==> src/sv/b64dec_pkg.sv <==
`default_nettype none

package b64dec_pkg;

	// Character classes above the sextet range
	localparam logic [6:0] CLS_INVALID = 7'h40;
	localparam logic [6:0] CLS_SKIPPED = 7'h41;
	localparam logic [6:0] CLS_PADDING = 7'h42;

	localparam logic [5:0] SEXTET_PLUS  = 6'h3e;
	localparam logic [5:0] SEXTET_SLASH = 6'h3f;

	localparam logic [7:0] CHAR_PAD = 8'h3d;

	localparam int TDATA_W = 16;

	typedef enum logic [2:0] {
		ERR_NONE           = 3'd0,
		ERR_INVALID        = 3'd1,
		ERR_MISPLACED_PAD  = 3'd2,
		ERR_TRUNCATED      = 3'd3,
		ERR_DATA_AFTER_PAD = 3'd4
	} err_t;

	typedef enum logic [2:0] {
		PH_NORMAL   = 3'b001,
		PH_ONE_PAD  = 3'b010,
		PH_PAD_DONE = 3'b100
	} phase_t;

	typedef struct packed {
		logic [7:0] data_byte;
		logic       byte_valid;
		err_t       status;
		logic       stream_end;
	} res_t;

	// Map a character code to its sextet value, or to a class code
	function automatic logic [6:0] classify(input logic [7:0] c);
		logic [7:0] t;
		begin
			t = 8'h00;
			if (c >= 8'h41 && c <= 8'h5a) begin
				t = c - 8'h41;
			end else if (c >= 8'h61 && c <= 8'h7a) begin
				t = c - 8'h61 + 8'd26;
			end else if (c >= 8'h30 && c <= 8'h39) begin
				t = c - 8'h30 + 8'd52;
			end else if (c == 8'h2b) begin
				t = {2'b00, SEXTET_PLUS};
			end else if (c == 8'h2f) begin
				t = {2'b00, SEXTET_SLASH};
			end else if (c == CHAR_PAD) begin
				t = {1'b0, CLS_PADDING};
			end else if (c == 8'h09 || c == 8'h0a || c == 8'h0d || c == 8'h20) begin
				t = {1'b0, CLS_SKIPPED};
			end else begin
				t = {1'b0, CLS_INVALID};
			end
			return t[6:0];
		end
	endfunction

endpackage

`default_nettype wire

==> src/sv/base64_stream_decoder.sv <==
// A result is registered into the result register, or into the skid register while the result register is held.
// Throughput: one character per cycle while the skid register is empty; the decode state updates in the accept cycle.
// A two-entry output stage (result register plus skid register) keeps tready high
// while one finished result waits on the master side.
// Reset (arst_n low, asynchronous): decode state cleared, no error, output stage empty.
`default_nettype none

module base64_stream_decoder (
	input  wire                                clk,
	input  wire                                arst_n,
	input  wire                                s_axis_tvalid,
	output logic                               s_axis_tready,
	input  wire  [7:0]                         s_axis_tdata,  // [7:0] char_code
	input  wire                                s_axis_tlast,  // last
	output logic                               m_axis_tvalid,
	input  wire                                m_axis_tready,
	output logic [b64dec_pkg::TDATA_W-1:0]     m_axis_tdata,  // [7:0] data_byte, [10:8] status
	output logic                               m_axis_tuser,  // byte_valid
	output logic                               m_axis_tlast   // stream_end
);

	// Decode state
	logic [5:0]         left_q;
	logic [1:0]         group_q;
	b64dec_pkg::phase_t phase_q;
	b64dec_pkg::err_t   err_q;

	logic [5:0]         left_nxt;
	logic [1:0]         group_nxt;
	b64dec_pkg::phase_t phase_nxt;
	b64dec_pkg::err_t   err_nxt;
	b64dec_pkg::res_t   res;

	// Output stage
	logic             out_valid_q;
	b64dec_pkg::res_t out_q;
	logic             skid_valid_q;
	b64dec_pkg::res_t skid_q;

	logic accept;
	logic out_take;
	logic out_free;

	assign s_axis_tready = !skid_valid_q;
	assign accept        = s_axis_tvalid && s_axis_tready;
	assign out_take      = out_valid_q && m_axis_tready;
	assign out_free      = !out_valid_q || out_take;

	// Decode one character against the current state
	always_comb begin
		logic [6:0] cls;
		logic [5:0] s;
		logic [7:0] byte_v;
		logic       valid_v;
		cls       = b64dec_pkg::classify(s_axis_tdata);
		s         = cls[5:0];
		byte_v    = 8'h00;
		valid_v   = 1'b0;
		left_nxt  = left_q;
		group_nxt = group_q;
		phase_nxt = phase_q;
		err_nxt   = err_q;

		if (err_q == b64dec_pkg::ERR_NONE) begin
			if (cls == b64dec_pkg::CLS_INVALID) begin
				err_nxt = b64dec_pkg::ERR_INVALID;
			end else if (cls == b64dec_pkg::CLS_SKIPPED) begin
				// whitespace: no effect
			end else if (cls == b64dec_pkg::CLS_PADDING) begin
				unique case (phase_q)
					b64dec_pkg::PH_NORMAL: begin
						if (group_q == 2'd3) begin
							phase_nxt = b64dec_pkg::PH_PAD_DONE;
						end else if (group_q == 2'd2) begin
							phase_nxt = b64dec_pkg::PH_ONE_PAD;
						end else begin
							err_nxt = b64dec_pkg::ERR_MISPLACED_PAD;
						end
					end
					b64dec_pkg::PH_ONE_PAD: begin
						phase_nxt = b64dec_pkg::PH_PAD_DONE;
					end
					default: begin
						err_nxt = b64dec_pkg::ERR_MISPLACED_PAD;
					end
				endcase
			end else if (phase_q != b64dec_pkg::PH_NORMAL) begin
				err_nxt = b64dec_pkg::ERR_DATA_AFTER_PAD;
			end else begin
				unique case (group_q)
					2'd0: begin
						left_nxt = s;
					end
					2'd1: begin
						byte_v   = {left_q, s[5:4]};
						left_nxt = {2'b00, s[3:0]};
						valid_v  = 1'b1;
					end
					2'd2: begin
						byte_v   = {left_q[3:0], s[5:2]};
						left_nxt = {4'b0000, s[1:0]};
						valid_v  = 1'b1;
					end
					default: begin
						byte_v   = {left_q[1:0], s};
						left_nxt = 6'd0;
						valid_v  = 1'b1;
					end
				endcase
				group_nxt = group_q + 2'd1;
			end

			// Completeness check at end of stream
			if (s_axis_tlast && err_nxt == b64dec_pkg::ERR_NONE) begin
				if ((phase_nxt == b64dec_pkg::PH_NORMAL && group_nxt != 2'd0) ||
				    phase_nxt == b64dec_pkg::PH_ONE_PAD) begin
					err_nxt = b64dec_pkg::ERR_TRUNCATED;
				end
			end
		end

		// Suppress data once an error is pending
		if (err_nxt != b64dec_pkg::ERR_NONE) begin
			valid_v = 1'b0;
			byte_v  = 8'h00;
		end

		res.data_byte  = byte_v;
		res.byte_valid = valid_v;
		res.status     = err_nxt;
		res.stream_end = s_axis_tlast;
	end

	// Advance decode state on each transaction; end of stream returns to reset
	always_ff @(posedge clk or negedge arst_n) begin
		if (!arst_n) begin
			left_q  <= 6'd0;
			group_q <= 2'd0;
			phase_q <= b64dec_pkg::PH_NORMAL;
			err_q   <= b64dec_pkg::ERR_NONE;
		end else if (accept) begin
			if (s_axis_tlast) begin
				left_q  <= 6'd0;
				group_q <= 2'd0;
				phase_q <= b64dec_pkg::PH_NORMAL;
				err_q   <= b64dec_pkg::ERR_NONE;
			end else begin
				left_q  <= left_nxt;
				group_q <= group_nxt;
				phase_q <= phase_nxt;
				err_q   <= err_nxt;
			end
		end
	end

	// Output stage control: result register refills from skid first, then from input
	always_ff @(posedge clk or negedge arst_n) begin
		if (!arst_n) begin
			out_valid_q  <= 1'b0;
			skid_valid_q <= 1'b0;
		end else begin
			if (out_free) begin
				out_valid_q <= skid_valid_q || accept;
			end
			if (out_free) begin
				skid_valid_q <= 1'b0;
			end else if (accept) begin
				skid_valid_q <= 1'b1;
			end
		end
	end

	// Output stage payload
	always_ff @(posedge clk) begin
		if (out_free) begin
			if (skid_valid_q) begin
				out_q <= skid_q;
			end else if (accept) begin
				out_q <= res;
			end
		end
		if (accept && !out_free) begin
			skid_q <= res;
		end
	end

	assign m_axis_tvalid = out_valid_q;
	assign m_axis_tdata  = {5'b00000, out_q.status, out_q.data_byte};
	assign m_axis_tuser  = out_q.byte_valid;
	assign m_axis_tlast  = out_q.stream_end;

	// Skid register is only occupied behind a full result register
	a_skid_behind_out: assert property (@(posedge clk) disable iff (!arst_n)
		skid_valid_q |-> out_valid_q)
		else $error("skid register holds a result while result register is empty");

	// End of stream returns the decoder to its reset state
	a_last_resets: assert property (@(posedge clk) disable iff (!arst_n)
		accept && s_axis_tlast |=> group_q == 2'd0 && left_q == 6'd0 &&
			phase_q == b64dec_pkg::PH_NORMAL && err_q == b64dec_pkg::ERR_NONE)
		else $error("decode state not cleared after end of stream");

	// An error stays until the end of stream
	a_err_sticky: assert property (@(posedge clk) disable iff (!arst_n)
		accept && !s_axis_tlast && err_q != b64dec_pkg::ERR_NONE |=> err_q == $past(err_q))
		else $error("sticky error changed before end of stream");

	// No decoded byte is flagged together with an error status
	a_valid_no_err: assert property (@(posedge clk) disable iff (!arst_n)
		accept && res.byte_valid |-> res.status == b64dec_pkg::ERR_NONE &&
			err_q == b64dec_pkg::ERR_NONE)
		else $error("byte flagged valid while an error is pending");

endmodule

`default_nettype wire

==> config.mk <==
export PLATFORM = sky130hd
export DESIGN_NAME = base64_stream_decoder
export DESIGN_NICKNAME = d
export VERILOG_FILES = /design/src/sv/b64dec_pkg.sv /design/src/sv/base64_stream_decoder.sv
export SDC_FILE = /design/constraint.sdc
export NUM_CORES = 1
export LEC_CHECK = 0
export ABC_AREA = 0
export BUFFER_PORTS_ARGS = -buffer_cell sky130_fd_sc_hd__buf_4
export CAP_MARGIN = 10
export CORE_MARGIN = 2
export CORE_UTILIZATION = 55
export CTS_CLUSTER_SIZE = 10
export DETAILED_ROUTE_END_ITERATION = 10
export PLACE_DENSITY = 0.72
export SYNTH_ARGS = -nofsm -noshare
export SYNTH_HDL_FRONTEND = slang
export SYNTH_SLANG_ARGS = --single-unit
==> constraint.sdc <==
create_clock -name clk -period 5.2 [get_ports clk]
set_input_delay 1.04 -clock clk [delete_from_list [all_inputs] [get_ports clk]]
set_output_delay 1.04 -clock clk [all_outputs]
set_load 0.02 [all_outputs]
---- After elaboration in Yosys (flattened, before gate mapping) ----
Cells that the tools add are included.
cells by class
  $lt $le $gt $ge ......................... 6
  equality and inequality tests ........... 22
  muxes and demuxes ....................... 60
  reductions and logical operators ........ 28
  add/subtract/negate cells ............... 6
operators with widths
  cell                                                                   count
  3-bit 2-to-1 mux                                                       19
  8-bit 2-to-1 mux                                                       6
  6-bit 2-to-1 mux                                                       6
  7-bit 2-to-1 mux                                                       5
  8-bit by 6-bit == test with 1-bit output, second input constant        4
  13-bit 2-to-1 mux                                                      2
  8-bit by 4-bit == test with 1-bit output, second input constant        3
  8-bit one-hot mux with 3 select lines                                  1
  7-bit == test, second input constant                                   3
  6-bit one-hot mux with 3 select lines                                  1
  8-bit by 7-bit >= comparator with 1-bit output, second input constant  2
  8-bit by 7-bit <= comparator with 1-bit output, second input constant  2
  2-bit 2-to-1 mux                                                       8
  7-bit subtractor, second input constant                                2
  3-bit one-hot mux with 2 select lines                                  2
  1-bit 2-to-1 mux                                                       10
  8-bit by 6-bit >= comparator with 1-bit output, second input constant  1
  8-bit by 6-bit <= comparator with 1-bit output, second input constant  1
  1-bit logical AND                                                      8
  2-bit inequality test, second input constant                           4
  2-bit nonzero test                                                     4
  7-bit by 5-bit adder with 7-bit output, second input constant          1
  7-bit by 6-bit adder with 7-bit output, second input constant          1
  7-bit by 6-bit subtractor with 7-bit output, second input constant     1
  other kinds (13)                                                       25
word-level totals
  output and inout port bits .............. 20
  flip-flop bits (word level) ............. 42

---- Depth between registers and ports, before layout ----
  depth in word-level cells ............... 26
  gate-level depth with buffers ........... 14
  gate-level depth less buffers ........... 11

---- Worst setup path after synthesis ----
Ideal clock, no wire load.
  kind .................................... input port to flip-flop
  from .................................... input s_axis_tdata[1]
  to ...................................... register out_q (netlist bit m_axis_tdata[8]) (data pin)
  path slack .............................. 1.281 ns
  arrival ................................. 3.655 ns
  library setup time ...................... 0.264 ns
  stages on the path ...................... 13
  cells stage by stage .................... buf_4 inv_1 ha_1 nand2b_1 a21oi_2 o31ai_1 or4_4 o41ai_2 a21o_1 o31ai_4 and2_4 buf_8 o41a_1
on the way
  longest elaborated chain between the ends .. 24
RTL lines
  what                                                                                                  line                          source
  start, declared                                                                                       base64_stream_decoder.sv:13   input wire [7:0] s_axis_tdata,
  parallel branches: the longest is 10 deep, another holds 7-bit by 6-bit subtractor with 7-bit output  -
  7-bit 2-to-1 mux (*)                                                                                  b64dec_pkg.sv:43              if (c >= 8'h41 && c <= 8'h5a) begin
  7-bit == test                                                                                         base64_stream_decoder.sv:69   end else if (cls == b64dec_pkg::CLS_PADDING) begin
  3-bit 2-to-1 mux or 2-bit 2-to-1 mux (tied branches)                                                  base64_stream_decoder.sv:69
  3-bit 2-to-1 mux or 2-bit 2-to-1 mux (tied branches)                                                  base64_stream_decoder.sv:67   end else if (cls == b64dec_pkg::CLS_SKIPPED) begin
  3-bit 2-to-1 mux or 2-bit 2-to-1 mux (tied branches)                                                  base64_stream_decoder.sv:65   if (cls == b64dec_pkg::CLS_INVALID) begin
  3-bit 2-to-1 mux or 2-bit 2-to-1 mux (tied branches)                                                  base64_stream_decoder.sv:64   if (err_q == b64dec_pkg::ERR_NONE) begin
  3-bit by 1-bit == test with 1-bit output or 2-bit nonzero test (tied branches)                        base64_stream_decoder.sv:115  if ((phase_nxt == b64dec_pkg::PH_NORMAL && group_nxt != 2'd0) ||
  1-bit logical AND                                                                                     base64_stream_decoder.sv:115
  1-bit logical OR                                                                                      base64_stream_decoder.sv:115
  3-bit 2-to-1 mux                                                                                      base64_stream_decoder.sv:115
  3-bit 2-to-1 mux (*)                                                                                  base64_stream_decoder.sv:114  if (s_axis_tlast && err_nxt == b64dec_pkg::ERR_NONE) begin
  3-bit 2-to-1 mux (*)                                                                                  base64_stream_decoder.sv:64
  13-bit 2-to-1 mux (*)                                                                                 base64_stream_decoder.sv:178  end else if (accept) begin
  13-bit 2-to-1 mux (*)                                                                                 base64_stream_decoder.sv:176  if (skid_valid_q) begin
  end signal, assigned                                                                                  base64_stream_decoder.sv:177  out_q <= skid_q;
  end signal, assigned                                                                                  base64_stream_decoder.sv:179  out_q <= res;
  end, declared                                                                                         base64_stream_decoder.sv:36   b64dec_pkg::res_t out_q;
Every way passes the cells marked *. The select of a mux whose other input is x is not followed.
A chain may end at the register's enable or synchronous reset.

---- Worst setup path in the final report ----
  from .................................... input s_axis_tdata[2]
  to ...................................... register out_q (netlist bit m_axis_tdata[8]) (data pin)
Same word-level chain as after synthesis.

==> results.cfg <==
[global_routing]
antenna_found_initial = 0
grt_max_degree = 20
grt_usage_pct = 24.5
grt_pass1_vias = 2537
grt_pass1_wl_um = 12100
overflow = 0

[logic_synthesis]
synth-simple-area-share_pct = 19.7
async_reset_ff_share_pct = 38.1
synth.ff_latch_count = 42
synth_seq_area_share_pct = 37.5
synthMuxAreaShare_pct = 0.357
synthFlopType = edfxtp_1
yosys-top-cells-count = nand2_1, nor2_1, edfxtp_1
netlist_area_um2 = 3160
yosys.cell_count.top_type = nand2_1
syn_avg_cell_area_um2 = 9.34
yosys.area.top_type = edfxtp_1
synth_xor_area_share_pct = 0.277
yosysUniqueCellTypes = 68
yosysWarnings = 0
postSynthCellCount = 338
synth_area_leaders = edfxtp_1, dfrtp_1, ha_1
synthAdderAreaFrac_pct = 5.55
synth_compound_area_share_pct = 29.7
synth_top_family_by_area = compound AO/OA/AOI/OAI gates
synth_edf_count = 26
yosysTopAreaCellShare_pct = 24.7

[clock_tree]
cts_sinks = 42
clock_path_buffers = 2
post_cts_buffers = 0
root_buffer = clkbuf_8
htreeDepth = 2
cts.clk_slew.worst_paths_ns = 0.08
postCtsResizedCells = 0
cts_made_buffers = 5
cts_tree = built
holdBufCountCts = 0
clkLatencyLatePin_ns = 0.30

[hold_path]
min_from = left_q[4]
min_path_cells = 2
hold_path_end = left_q[4]
min_path_type = reg -> reg

[setup_path]
worstReg2RegStart = group_q[1]
worstSetupPathType = in -> reg
cp-start-kind = input pin
crit_fanout = 19
cp_data_arrival_time_ns = 4.15
startpoint = s_axis_tdata[2]
rr_worst_depth = 9
critPathCaptureType = flip-flop
cpPeakStageDelay_ns = 0.55
timing.rr.end = m_axis_tdata[7]
r2r_setup_slack_ns = 2.17
worstPathRequired_ns = 5.25
cpMaxStageDelayCell = or4_4
crit_chain = buf_4 -> inv_1 -> ha_1 -> nand2b_1 -> a21oi_2 -> o31ai_1 -> or4_4 -> o41ai_2 -> a21o_1 -> o31ai_4 -> and2_4 -> o41a_1

[layout]
drive_above_1_share_pct = 17.8
antenna_cells = 0
nFillCells = 484
nNetsFinal = 380
syn2layout_area_growth_pct = 8.72

[timing]
setup_viol = 0
slew_viol_final = 0
setup_tns_ns = 0
rsz0062_at_grt = false
relSlewSlack_pct = 28.4
fmax_mhz = 244
worstMarginPinSlew_ns = 1.07
finClkSkew_ns = 0.00664
finalCriticalPeriod_ns = 4.10
min_period_over_period_pct = 78.9
finalHoldViolCount = 0
setup_ws_ns = 1.10

[die]
boundaryPins = 33
die-area_um2 = 6360
core.rowCount = 27
start_util_pct = 57.0
die_y_um = 79.8
core-area_um2 = 5540
die_w_um = 79.8

[run]
maxCapViolCount = 0

[pwr]
p_leak_nw = 1.32
power_per_cell_area_nw_per_um2 = 312
vdd_drop_max_mv = 0.174

[placed_design]
place_congestion = 0.948
dp_slack_ns = 0.858
hpwl_um = 5550
io_buffers = 27

[route]
viasPerCell = 6.27
drc = 0
drtIter0Drc = 147
vias = 2673
ant_nets = 0
drtPass1Iterations = 5
wl_per_cell_um = 17.3
drt-total-wl_um = 7360

[run_status]
status = completed
## state kept, by name, summed over array words and instances, names as in the netlist
register / cells
err_q: 3
skid_valid_q: 1
m_axis_tdata: 11
skid_q: 13
m_axis_tlast: 1
left_q: 6
m_axis_tuser: 1
phase_q: 3
group_q: 2
m_axis_tvalid: 1
## worst max path at each step
stage / to / slack, ns / cells past startpoint
after floorplan: m_axis_tdata[8] / 1.28 / 13
after global placement: m_axis_tdata[8] / 0.91 / 12
after detailed placement: m_axis_tdata[8] / 0.86 / 12
after CTS: m_axis_tdata[8] / 1.16 / 12
after global routing: m_axis_tdata[8] / 0.99 / 12
final: m_axis_tdata[8] / 1.10 / 12
## critical path, delay by kind of cell
family	cells	cell delay (ns)
simple gates	3	0.94
compound gates	6	1.41
buf+inv	2	0.33
fa+ha+maj	1	0.43
## layout by cell type, fill, tap and decap left out, types with 6 or more instances in the layout
cell	instances
a211oi_1	7
a211oi_2	10
a21o_1	6
a21oi_1	17
a22oi_1	6
buf_4	28
dfrtp_1	15
edfxtp_1	26
ha_1	14
inv_1	18
nand2_1	37
nand3_1	11
nand4_1	6
nor2_1	30
nor2b_1	7
nor3_1	7
o211ai_1	6
o21ai_0	14
o31ai_1	17
## cell type report
| class | instances | area, um2 | area share [%] |
|---|---|---|---|
| Clock inverter | 2 | 37.5 | 1.09 |
| Inverter | 18 | 67.6 | 1.97 |
| Clock buffer | 6 | 72.6 | 2.11 |
| Tap cell | 72 | 90.1 | 2.62 |
| Sequential cell | 42 | 1180 | 34.5 |
| Timing Repair Buffer | 28 | 210 | 6.12 |
| Multi-Input combinational cell | 258 | 1770 | 51.6 |
## per-stage QoR
step	power, mW	util [%]	hold WS [ns]	std cells	cell area (um2)
2_1_floorplan	0.735	-	0.449	342	3170
3_3_place_gp	0.806	60.0	0.465	418	3320
3_5_place_dp	0.815	60.0	0.472	418	3320
4_1_cts	1.07	61.9	0.490	426	3430
5_1_grt	1.13	61.9	0.523	426	3430
6_report	1.07	61.9	0.485	426	3430
## where the power goes
part	switching, mW	total (mW)	leakage [nW]	internal (mW)
clock network	0.114	0.258	0.0514	0.143
logic	0.243	0.378	0.806	0.135
registers	0.0401	0.435	0.461	0.395
total	0.398	1.07	1.32	0.673
## cell families (layout without fill, tap and decap cells)
logic type | Yosys count | after routing
xor+xnor | 1 | 1
other cells | 1 | 5
simple gates | 119 | 119
fa+ha+maj | 14 | 14
mux | 1 | 1
buf+inv | 42 | 54
flops | 42 | 42
compound gates | 118 | 118
## layer usage
metal	vias up	GRT usage [%]	routed length, um	part of all wire [%]
li1	1305	-	-	-
met1	1262	30.5	3130	42
met2	89	42.4	3750	51
met3	17	2.49	297	4.0
met4	0	11.7	187	2.5
met5	-	0	0	0
Note: power is estimated with default switching activity, not from simulation.
